<file path="config.mk">
export PLATFORM = sky130hd
export DESIGN_NAME = rct_cordic_cell
export DESIGN_NICKNAME = d
export VERILOG_FILES = /design/src/rtl/rct_pkg.sv /design/src/rtl/rct_cordic_cell.sv
export SDC_FILE = /design/constraint.sdc
export NUM_CORES = 1
export LEC_CHECK = 0
export BUFFER_PORTS_ARGS = -buffer_cell sky130_fd_sc_hd__buf_2
export CAP_MARGIN = 20
export CORE_UTILIZATION = 55
export CTS_CLUSTER_DIAMETER = 200
export CTS_CLUSTER_SIZE = 16
export DETAILED_ROUTE_END_ITERATION = 10
export PLACE_DENSITY = 0.93
export SLEW_MARGIN = 25
export SYNTH_ARGS = -nofsm -noshare
export SYNTH_HDL_FRONTEND = slang
export SYNTH_SLANG_ARGS = --single-unit
</file>
<file path="constraint.sdc">
create_clock -name clk -period 6.1 [get_ports clk]
set_input_delay 0.915 -clock clk [delete_from_list [all_inputs] [get_ports clk]]
set_output_delay 0.915 -clock clk [all_outputs]
set_load 0.005 [all_outputs]
</file>
<file path="src/rtl/rct_pkg.sv">
// Shared types, constants and the arctangent table of the raised-cosine generator.
`default_nettype none
package rct_pkg;

  localparam int PHASE_BITS_DEF = 16;
  localparam int CORDIC_STEPS   = 30;
  localparam int VEC_W          = 33;   // Q2.30 vector plus headroom
  localparam int ANG_W          = 32;   // turn angle residue

  localparam logic [1:0] REG_AMPLITUDE = 2'd0;
  localparam logic [1:0] REG_FREQUENCY = 2'd1;
  localparam logic [1:0] REG_AXIS_EN   = 2'd2;

  localparam logic signed [VEC_W-1:0] CORDIC_K = 33'sh026DD3B6A;
  localparam logic [31:0]             PI_Q30   = 32'd3373259426;

  localparam logic [31:0] ATAN_TURNS [CORDIC_STEPS] = '{
    32'h20000000, 32'h12E4051E, 32'h09FB385B, 32'h051111D4, 32'h028B0D43,
    32'h0145D7E1, 32'h00A2F61E, 32'h00517C55, 32'h0028BE53, 32'h00145F2F,
    32'h000A2F98, 32'h000517CC, 32'h00028BE6, 32'h000145F3, 32'h0000A2F9,
    32'h0000517C, 32'h000028BE, 32'h0000145F, 32'h00000A2F, 32'h00000517,
    32'h0000028B, 32'h00000145, 32'h000000A2, 32'h00000051, 32'h00000028,
    32'h00000014, 32'h0000000A, 32'h00000005, 32'h00000002, 32'h00000001
  };

  typedef struct packed {
    logic                     vld;
    logic signed [VEC_W-1:0]  x;
    logic signed [VEC_W-1:0]  y;
    logic signed [ANG_W-1:0]  z;
  } rct_vec_t;

endpackage
`default_nettype wire

</file>
<file path="src/rtl/rct_cordic_cell.sv">
// One CORDIC rotation cell; cells are chained, each with a fixed shift.
`default_nettype none
module rct_cordic_cell #(
  parameter int STEP = 0
) (
  input  wire logic              clk,
  input  wire logic              rst,
  input  wire rct_pkg::rct_vec_t din,
  output rct_pkg::rct_vec_t      dout
);

  logic signed [rct_pkg::VEC_W-1:0] dx;
  logic signed [rct_pkg::VEC_W-1:0] dy;
  logic signed [rct_pkg::ANG_W-1:0] da;

  assign dx = din.y >>> STEP;
  assign dy = din.x >>> STEP;
  assign da = $signed(rct_pkg::ATAN_TURNS[STEP]);

  always_ff @(posedge clk) begin
    if (rst) begin
      dout.vld <= 1'b0;
    end else begin
      dout.vld <= din.vld;
    end
    // floor shifts; rotate toward zero residue
    if (din.z >= 0) begin
      dout.x <= din.x - dx;
      dout.y <= din.y + dy;
      dout.z <= din.z - da;
    end else begin
      dout.x <= din.x + dx;
      dout.y <= din.y - dy;
      dout.z <= din.z + da;
    end
  end

endmodule
`default_nettype wire

</file>
---- Yosys cells after proc, flatten, opt, wreduce, memory -nomap -nowiden ----
Cells that the tools add are included.
cells by class
  add/sub/neg operators ................... 5
  multipliers ............................. 0
  div/mod/pow operators ................... 0
  order comparisons ....................... 1
  equality and inequality tests ........... 0
  shifts and indexed selects .............. 0
  multiplexer cells ....................... 1
  bitwise gates (word level) .............. 0
  reduce and logical (&&, ||, !) cells .... 0
operators with widths
  operator                  count
  $mux W98                  1
  $sub A33 B33 Y33          2
  $add A33 B33 Y33          1
  $add A32 B31 Y32 const B  1
  $ge A32 B1 Y1 const B     1
  $sub A32 B31 Y32 const B  1
storage, ports and cells
  register bits ........................... 99
  bits in latches ......................... 0
  bits in writable memories ............... 0
  memory bits (read-only) ................. 0
  input bits .............................. 101
  logic and storage cells ................. 11
  memories ................................ 0

---- Depth between registers and ports, before layout ----
Gate-level depths: netlist of run 1.
  word-level depth ........................ 2
  gate-level depth with buffers ........... 13
  depth with buffers taken out ............ 12

---- Worst setup path before layout of run 1 ----
Ideal clock, no wire load.
  path type ............................... input port to flip-flop
  from .................................... input port din[32] in the netlist's numbering
  to ...................................... register dout[64] in the netlist's numbering
  setup time .............................. 126 ps
  arrival time ............................ 3043 ps
  data required time ...................... 5974 ps
  path slack .............................. 2931 ps
  stages .................................. 11
  path buffers ............................ 0
  path through ............................ ha_1 fa_1 nor2b_1 o21ai_1 a211oi_1 nor2_1 o211a_1 nor4_1 a2111oi_0 nor3_1 xnor2_1
on the way
  cells in the longest elaborated chain, start to end .. 2
  elaborated cells on any way between the ends .. 3
  those cells by class .................... 2 x add/sub; 1 x mux
RTL lines
  item                                                         RTL line                                      source
  from (decl)                                                  rct_cordic_cell.sv:8                          input wire rct_pkg::rct_vec_t din,
  $sub A33 B33 Y33 / $add A33 B33 Y33 (equally long branches)  rct_cordic_cell.sv:33, rct_cordic_cell.sv:29
  $mux W98 *                                                   rct_cordic_cell.sv:27                         if (din.z >= 0) begin
  to (decl)                                                    rct_cordic_cell.sv:9                          output rct_pkg::rct_vec_t dout
Every way passes the cells marked *; elsewhere a longest branch is shown, timed or not.
A chain may end at the register's enable or synchronous reset.

---- Worst setup path in the final report of run 1 ----
  from .................................... input port din[59] in the netlist's numbering
  to ...................................... register dout[64] in the netlist's numbering
Same word-level chain as after synthesis.

==> metrics.md, run 1 <==
| Metric | Value |
|---|---|
| FP Rows | `42` |
| Top reg by flops | `dout` |
| Synth Cell Area | `0.007592 mm2` |
| Lkg Pwr | `4.416 nW` |
| 1st-iter DRT viols | `810` |
| Total track usage | `0.2934` |
| DRC violations left | `0` |
| Worst Max-Slew Pin Slew | `893.4 ps` |
| Tot Pwr | `2.176 mW` |
| Worst-case clock buffer depth | `2` |
| Pre-antenna DRT Iters | `9` |
| Max Clk Rate | `245.2 MHz` |
| Hold Fails Final Rpt | `0` |
| GRT met3 Usage | `0.04610` |
| First-pass GRT wire length | `33,530 um` |
| Layout cells sized above 1 | `0.2080` |
| Status | `finished, final reports clean` |
| CP max FO | `12` |
| Initial antenna violation count | `0` |
| Placed instance area | `0.008633 mm2` |
| Critical path class | `in2reg` |
| IO Count | `200` |
| GP Congestion | `0.9665` |
| Final worst path period share | `0.6687` |
| Top post-synthesis cells by area | `dfxtp_1 26%, ha_1 17%, xnor2_1 6.8%` |
| Clk root buf | `clkbuf_16` |
| Pin count of the biggest net entering global routing | `80` |
| Max rail drop VDD | `142.4 uV` |
| Final setup fails | `0` |
| Most common cell after layout, fill and taps aside | `buf_2` |
| Max Cap Viol | `0` |
| Routed Antenna Nets | `0` |
| IO buf count | `199` |
| Max-slew headroom | `0.4044` |
| Final instance area | `0.008954 mm2` |
| CTS Sinks | `98` |
| Antenna diode count | `0` |
| Post-synth EDFFs | `0` |
| Routed Wire Length | `21,480 um` |
| Largest register FFs | `98` |
| Pwr Density | `243.1 mW/mm2` |
| Register area | `0.001962 mm2` |
| Via count | `7,638` |
| Worst EP arrival | `4330 ps` |
| Yosys top cell by area | `dfxtp_1` |
| Initial core utilization | `0.5688` |
| Vias in the first global route | `6,925` |
| Drt wl/cell | `16.57 um` |
| Layout area overhead | `17.93%` |
| Fillers | `1,124` |
| Layout Nets | `1,325` |
| Syn nets | `1,157` |
| Die footprint | `0.01428 mm2` |
| Hold-fix buffers, CTS | `0` |
| Met1 Use GR | `0.3890` |
| Vias per inst | `5.894` |
| RSZ-0062 raised after global routing | `no` |
| Area of the multi-input gates | `0.005031 mm2` |
| HPWL after DPL | `16,540 um` |
| Congestion Overflow GR | `0` |
| WP data required | `6350 ps` |
| Distinct cells, synth | `70` |
| Die H | `119.5 um` |
| Slew Limit Fails | `0` |
| Register area share after synthesis | `0.2584` |
| Post-cts resize count | `0` |
| Ys Warns | `0` |
| Worst Hold Class | `in2reg` |
| CTS tree | `built` |
| Most frequent cells in the layout | `199 x buf_2, 105 x ha_1, 104 x inv_1` |
| Htree depth | `3` |
| Biggest regs | `dout: 98 flops` |
| Core Footprint | `0.01335 mm2` |
| Main synth FF type | `dfxtp_1` |
| Fin crit period | `4079 ps` |
| Synth top area share | `0.2584` |
| Post-CTS Setup Repair Bufs | `0` |
| TritonCTS buffer count | `9` |
| Die width | `119.5 um` |
| Setup TNS | `0 ps` |
| Ys async rst share | `0` |
| CP startpoint kind | `primary input` |
| Global-route layer with the greatest usage | `met2` |
| Met2 Resource Use GR | `0.4693` |
| Synth Instances | `947` |
| CTS clk-pin slew, worst paths | `80 ps` |
| FF+latch count, synth | `98` |
| Worst Setup End Kind | `register` |
| Syn Area/Cell | `8.017 um2` |
[final cells by class]
| class | count | area share |
|---|---|---|
| tap | 176 | 0.02459 |
| clock inverter | 7 | 0.01062 |
| clock buffer | 9 | 0.02515 |
| inverter | 109 | 0.04570 |
| sequential | 98 | 0.2191 |
| timing repair buffer | 201 | 0.1129 |
| multi-input combinational | 696 | 0.5619 |
[per-layer routing]
| layer | up-vias | wire [um] | share of wire |
|---|---|---|---|
| met3 | 79 | 2091 | 0.097 |
| met1 | 3469 | 8952 | 0.42 |
| li1 | 3608 | - | - |
| met4 | 0 | 704 | 0.033 |
| met2 | 482 | 9727 | 0.45 |
| met5 | - | 0 | 0 |
[worst paths after layout]
check,start,end,slack (ps),cells after the start
setup / recovery,din[59],dout[64],2020,12
hold / removal,din[11],dout[11],650,1
[power by group]
group          leakage, nW  switching, mW  internal [mW]
sequential           0.827         0.0322          0.757
combinational         3.43          0.448          0.324
clock                0.157          0.284          0.331
[cells by family (layout without fill, tap and decap cells)]
logic type,count (synthesis),in the layout,synth area share
simple gates,210,210,0.1304
buf+inv,153,326,0.07894
flops,98,98,0.2584
compound gates,296,296,0.2523
xor+xnor,63,63,0.07268
fa+ha+maj,109,109,0.1836
mux,18,18,0.02373
[critical path, cell delays in order]
cell,delay (ps)
buf_2,100
inv_1,40
ha_1,520
clkinv_1,380
a21oi_1,390
nand2_1,130
o41ai_1,460
o211a_1,300
nor4_1,80
a2111oi_0,700
nor3_1,160
xnor2_1,150
[synth_stat cells (all sizes together), types with 18 or more instances]
cell type	instances
nor2	85
ha	105
nand2	38
xnor2	59
clkbuf	20
dfxtp	98
a21o	19
o21ai	59
buf	24
inv	105
nor3	18
a21oi	103
mux2i	18
[stage by stage]
stage	hold WS [ps]	setup slack, ps	cells	util
detailed placement	1019	1931	1280	0.6468
floorplan	942.7	2931	947	-
CTS	646.5	2291	1296	0.6708
global placement	1017	1899	1280	0.6468
finish	650.4	2021	1296	0.6708
global route	634.5	2036	1296	0.6708
No activity file was read; power rests on OpenSTA's default activity.
==> inputs of run 2 (changes only) <==
CORE_UTILIZATION = 49   (was 55)
PLACE_DENSITY = 0.88   (was 0.93)
clock period = 3.45 ns   (was 6.1 ns; I/O delays follow)
==> run 2 against run 1 <==
Against the previous run:
- routed wire length rose by 1.3%
- core utilization fell by 6.1 points
- combinational power rose by 84%
- via count barely moved
- die area rose by 12%
- critical endpoint unchanged
- setup slack got worse by 1700 ps
- critical path depth did not move
- global-route usage fell by 2.2 points
- clock-buffer cell count did not move
- cell area rose by 3.1%
- hold slack got worse by 400 ps
==> metrics.md, run 2 (same netlist as run 1, synthesis figures left out) <==
| Metric | Value |
|---|---|
| Most frequent cells in the layout | `199 x buf_2, 105 x ha_1, 104 x inv_1` |
| Pin count of the biggest net entering global routing | `80 (unchanged)` |
| Final worst path period share | `0.9166` |
| Most common cell after layout, fill and taps aside | `buf_2` |
| Hold wc startpoint | `din[3]` |
| Die footprint | `0.01600 mm2 (+12%)` |
| Core Footprint | `0.01515 mm2 (+13%)` |
| Worst hold slack | `249.5 ps (-401.0 ps)` |
| Hold Fails Final Rpt | `0 (unchanged)` |
| Buf+Inv Stages, Crit Path | `1 (-2)` |
| Layout cells sized above 1 | `0.2334 (+0.02533)` |
| Worst EP arrival | `3410 ps (-920 ps)` |
| Pwr Density | `417.8 mW/mm2 (+72%)` |
| Initial antenna violation count | `1 (+1)` |
| RSZ-0062 raised after global routing | `no` |
| TritonCTS buffer count | `9 (unchanged)` |
| Worst Hold Path EP | `dout[3]` |
| Die width | `126.5 um (+5.8%)` |
| Clk root buf | `clkbuf_16` |
| Crit path max-delay family | `compound AO/OA/AOI/OAI gates` |
| Congestion Overflow GR | `0 (unchanged)` |
| Htree depth | `3 (unchanged)` |
| Fin crit period | `3162 ps` |
| 1st-iter DRT viols | `741 (-8.5%)` |
| CP Cell Sequence | `buf_2 -> ha_1 -> fa_1 -> nor2b_1 -> o21ai_1 -> a211oi_1 -> nor2_1 -> o211a_1 -> nor4_1 -> a2111oi_0 -> nor3_1 -> xnor2_1` |
| Max rail drop VDD | `278.9 uV (+96%)` |
| FP Rows | `45 (+7.1%)` |
| Final setup fails | `0 (unchanged)` |
| Routed Antenna Nets | `0 (unchanged)` |
| First-pass GRT wire length | `34,670 um (+3.4%)` |
| Post-cts resize count | `0 (unchanged)` |
| Via count | `7,641 (+0.039%)` |
| Slew Limit Fails | `0 (unchanged)` |
| Status | `finished, final reports clean` |
| Worst path slowest cell | `a2111oi_0` |
| Layout area overhead | `21.57%` |
| Max Clk Rate | `316.2 MHz` |
| Worst Max-Slew Pin Slew | `856.2 ps (-37.26 ps)` |
| Critical path class | `in2reg` |
| DRC violations left | `0 (unchanged)` |
| Total track usage | `0.2712 (-0.02227)` |
| CP startpoint kind | `primary input` |
| CTS Sinks | `98 (unchanged)` |
| CP max FO | `3 (-9)` |
| Vias in the first global route | `6,986 (+0.88%)` |
| CTS tree | `built` |
| Hold Crit Depth | `1 (unchanged)` |
| Post-CTS Setup Repair Bufs | `0 (unchanged)` |
| Antenna diode count | `0 (unchanged)` |
| Biggest regs | `dout: 98 flops` |
| Top reg by flops | `dout` |
| CTS clk-pin slew, worst paths | `80 ps (about the same)` |
| WP data required | `3700 ps (-2650 ps)` |
| Max-slew headroom | `0.4292 (+0.02484)` |
| Vias per inst | `5.681 (-3.6%)` |
| Hold-fix buffers, CTS | `0 (unchanged)` |
| Die H | `126.5 um (+5.8%)` |
| Pre-antenna DRT Iters | `5 (-4)` |
| Max Cap Viol | `0 (unchanged)` |
| Largest register FFs | `98 (unchanged)` |
| Setup TNS | `0 ps (unchanged)` |
| Worst Hold Class | `in2reg` |
| Lkg Pwr | `4.587 nW (+3.9%)` |
| GP Congestion | `0.9806 (+1.5%)` |
| IO buf count | `199 (unchanged)` |
| HPWL after DPL | `17,360 um (+5.0%)` |
| IO Count | `200 (unchanged)` |
| Drt wl/cell | `16.18 um (-2.4%)` |
| Worst path max stage delay | `700 ps (about the same)` |
| Initial core utilization | `0.5013 (-0.06752)` |
| Layout Nets | `1,362 (+2.8%)` |
| Worst-case clock buffer depth | `2 (unchanged)` |
| Worst Setup End Kind | `register` |
| Routed Wire Length | `21,760 um (+1.3%)` |
[run 2: cell types whose count changed in the layout (fill, tap and decap cells not counted), sizes merged]
cell	change
buf	+37
bufinv	-1
clkinv	+1
[run 2: power breakdown]
group,switching [mW],internal [mW]
Clock,0.512,0.519
Combinational,0.797,0.627
Sequential,0.0630,1.34
Total,1.37,2.48
[run 2: worst max-delay path by stage]
stage          endpoint    start  depth (start not counted)
2_1_floorplan  dout[64]  din[32]                         11
3_3_place_gp   dout[64]  din[32]                         12
3_5_place_dp   dout[64]  din[32]                         12
4_1_cts        dout[64]  din[32]                         12
5_1_grt        dout[64]  din[32]                         12
6_report       dout[64]  din[32]                         12
[run 2: cell type report]
class                           instances  area [um2]
Sequential cell                        98        1962
Tap cell                              188       235.2
Multi-Input combinational cell        696        5031
Inverter                              109       409.1
Fill cell                            1356        5916
Clock inverter                          7       78.83
Timing Repair Buffer                  238        1289
Clock buffer                            9       225.2
[run 2: stage by stage]
step	total power [mW]	instance area, um2	util	setup WS [ps]	cells
after floorplan	2.248	7592	-	678.6	947
after detailed placement	2.825	8926	0.5893	-13.77	1329
after global placement	2.804	8926	0.5893	-20.53	1329
after global routing	4.075	9230	0.6094	113.3	1345
final	3.856	9230	0.6094	287.6	1345
after CTS	3.863	9230	0.6094	361.7	1345
[run 2: per-layer routing]
| metal | routed length [um] | global-route usage | vias up |
|---|---|---|---|
| met5 | 8 | 0 | - |
| met4 | 638 | 0.1141 | 2 |
| met3 | 1877 | 0.05736 | 46 |
| met2 | 9693 | 0.4248 | 414 |
| met1 | 9541 | 0.3611 | 3501 |
| li1 | - | - | 3678 |
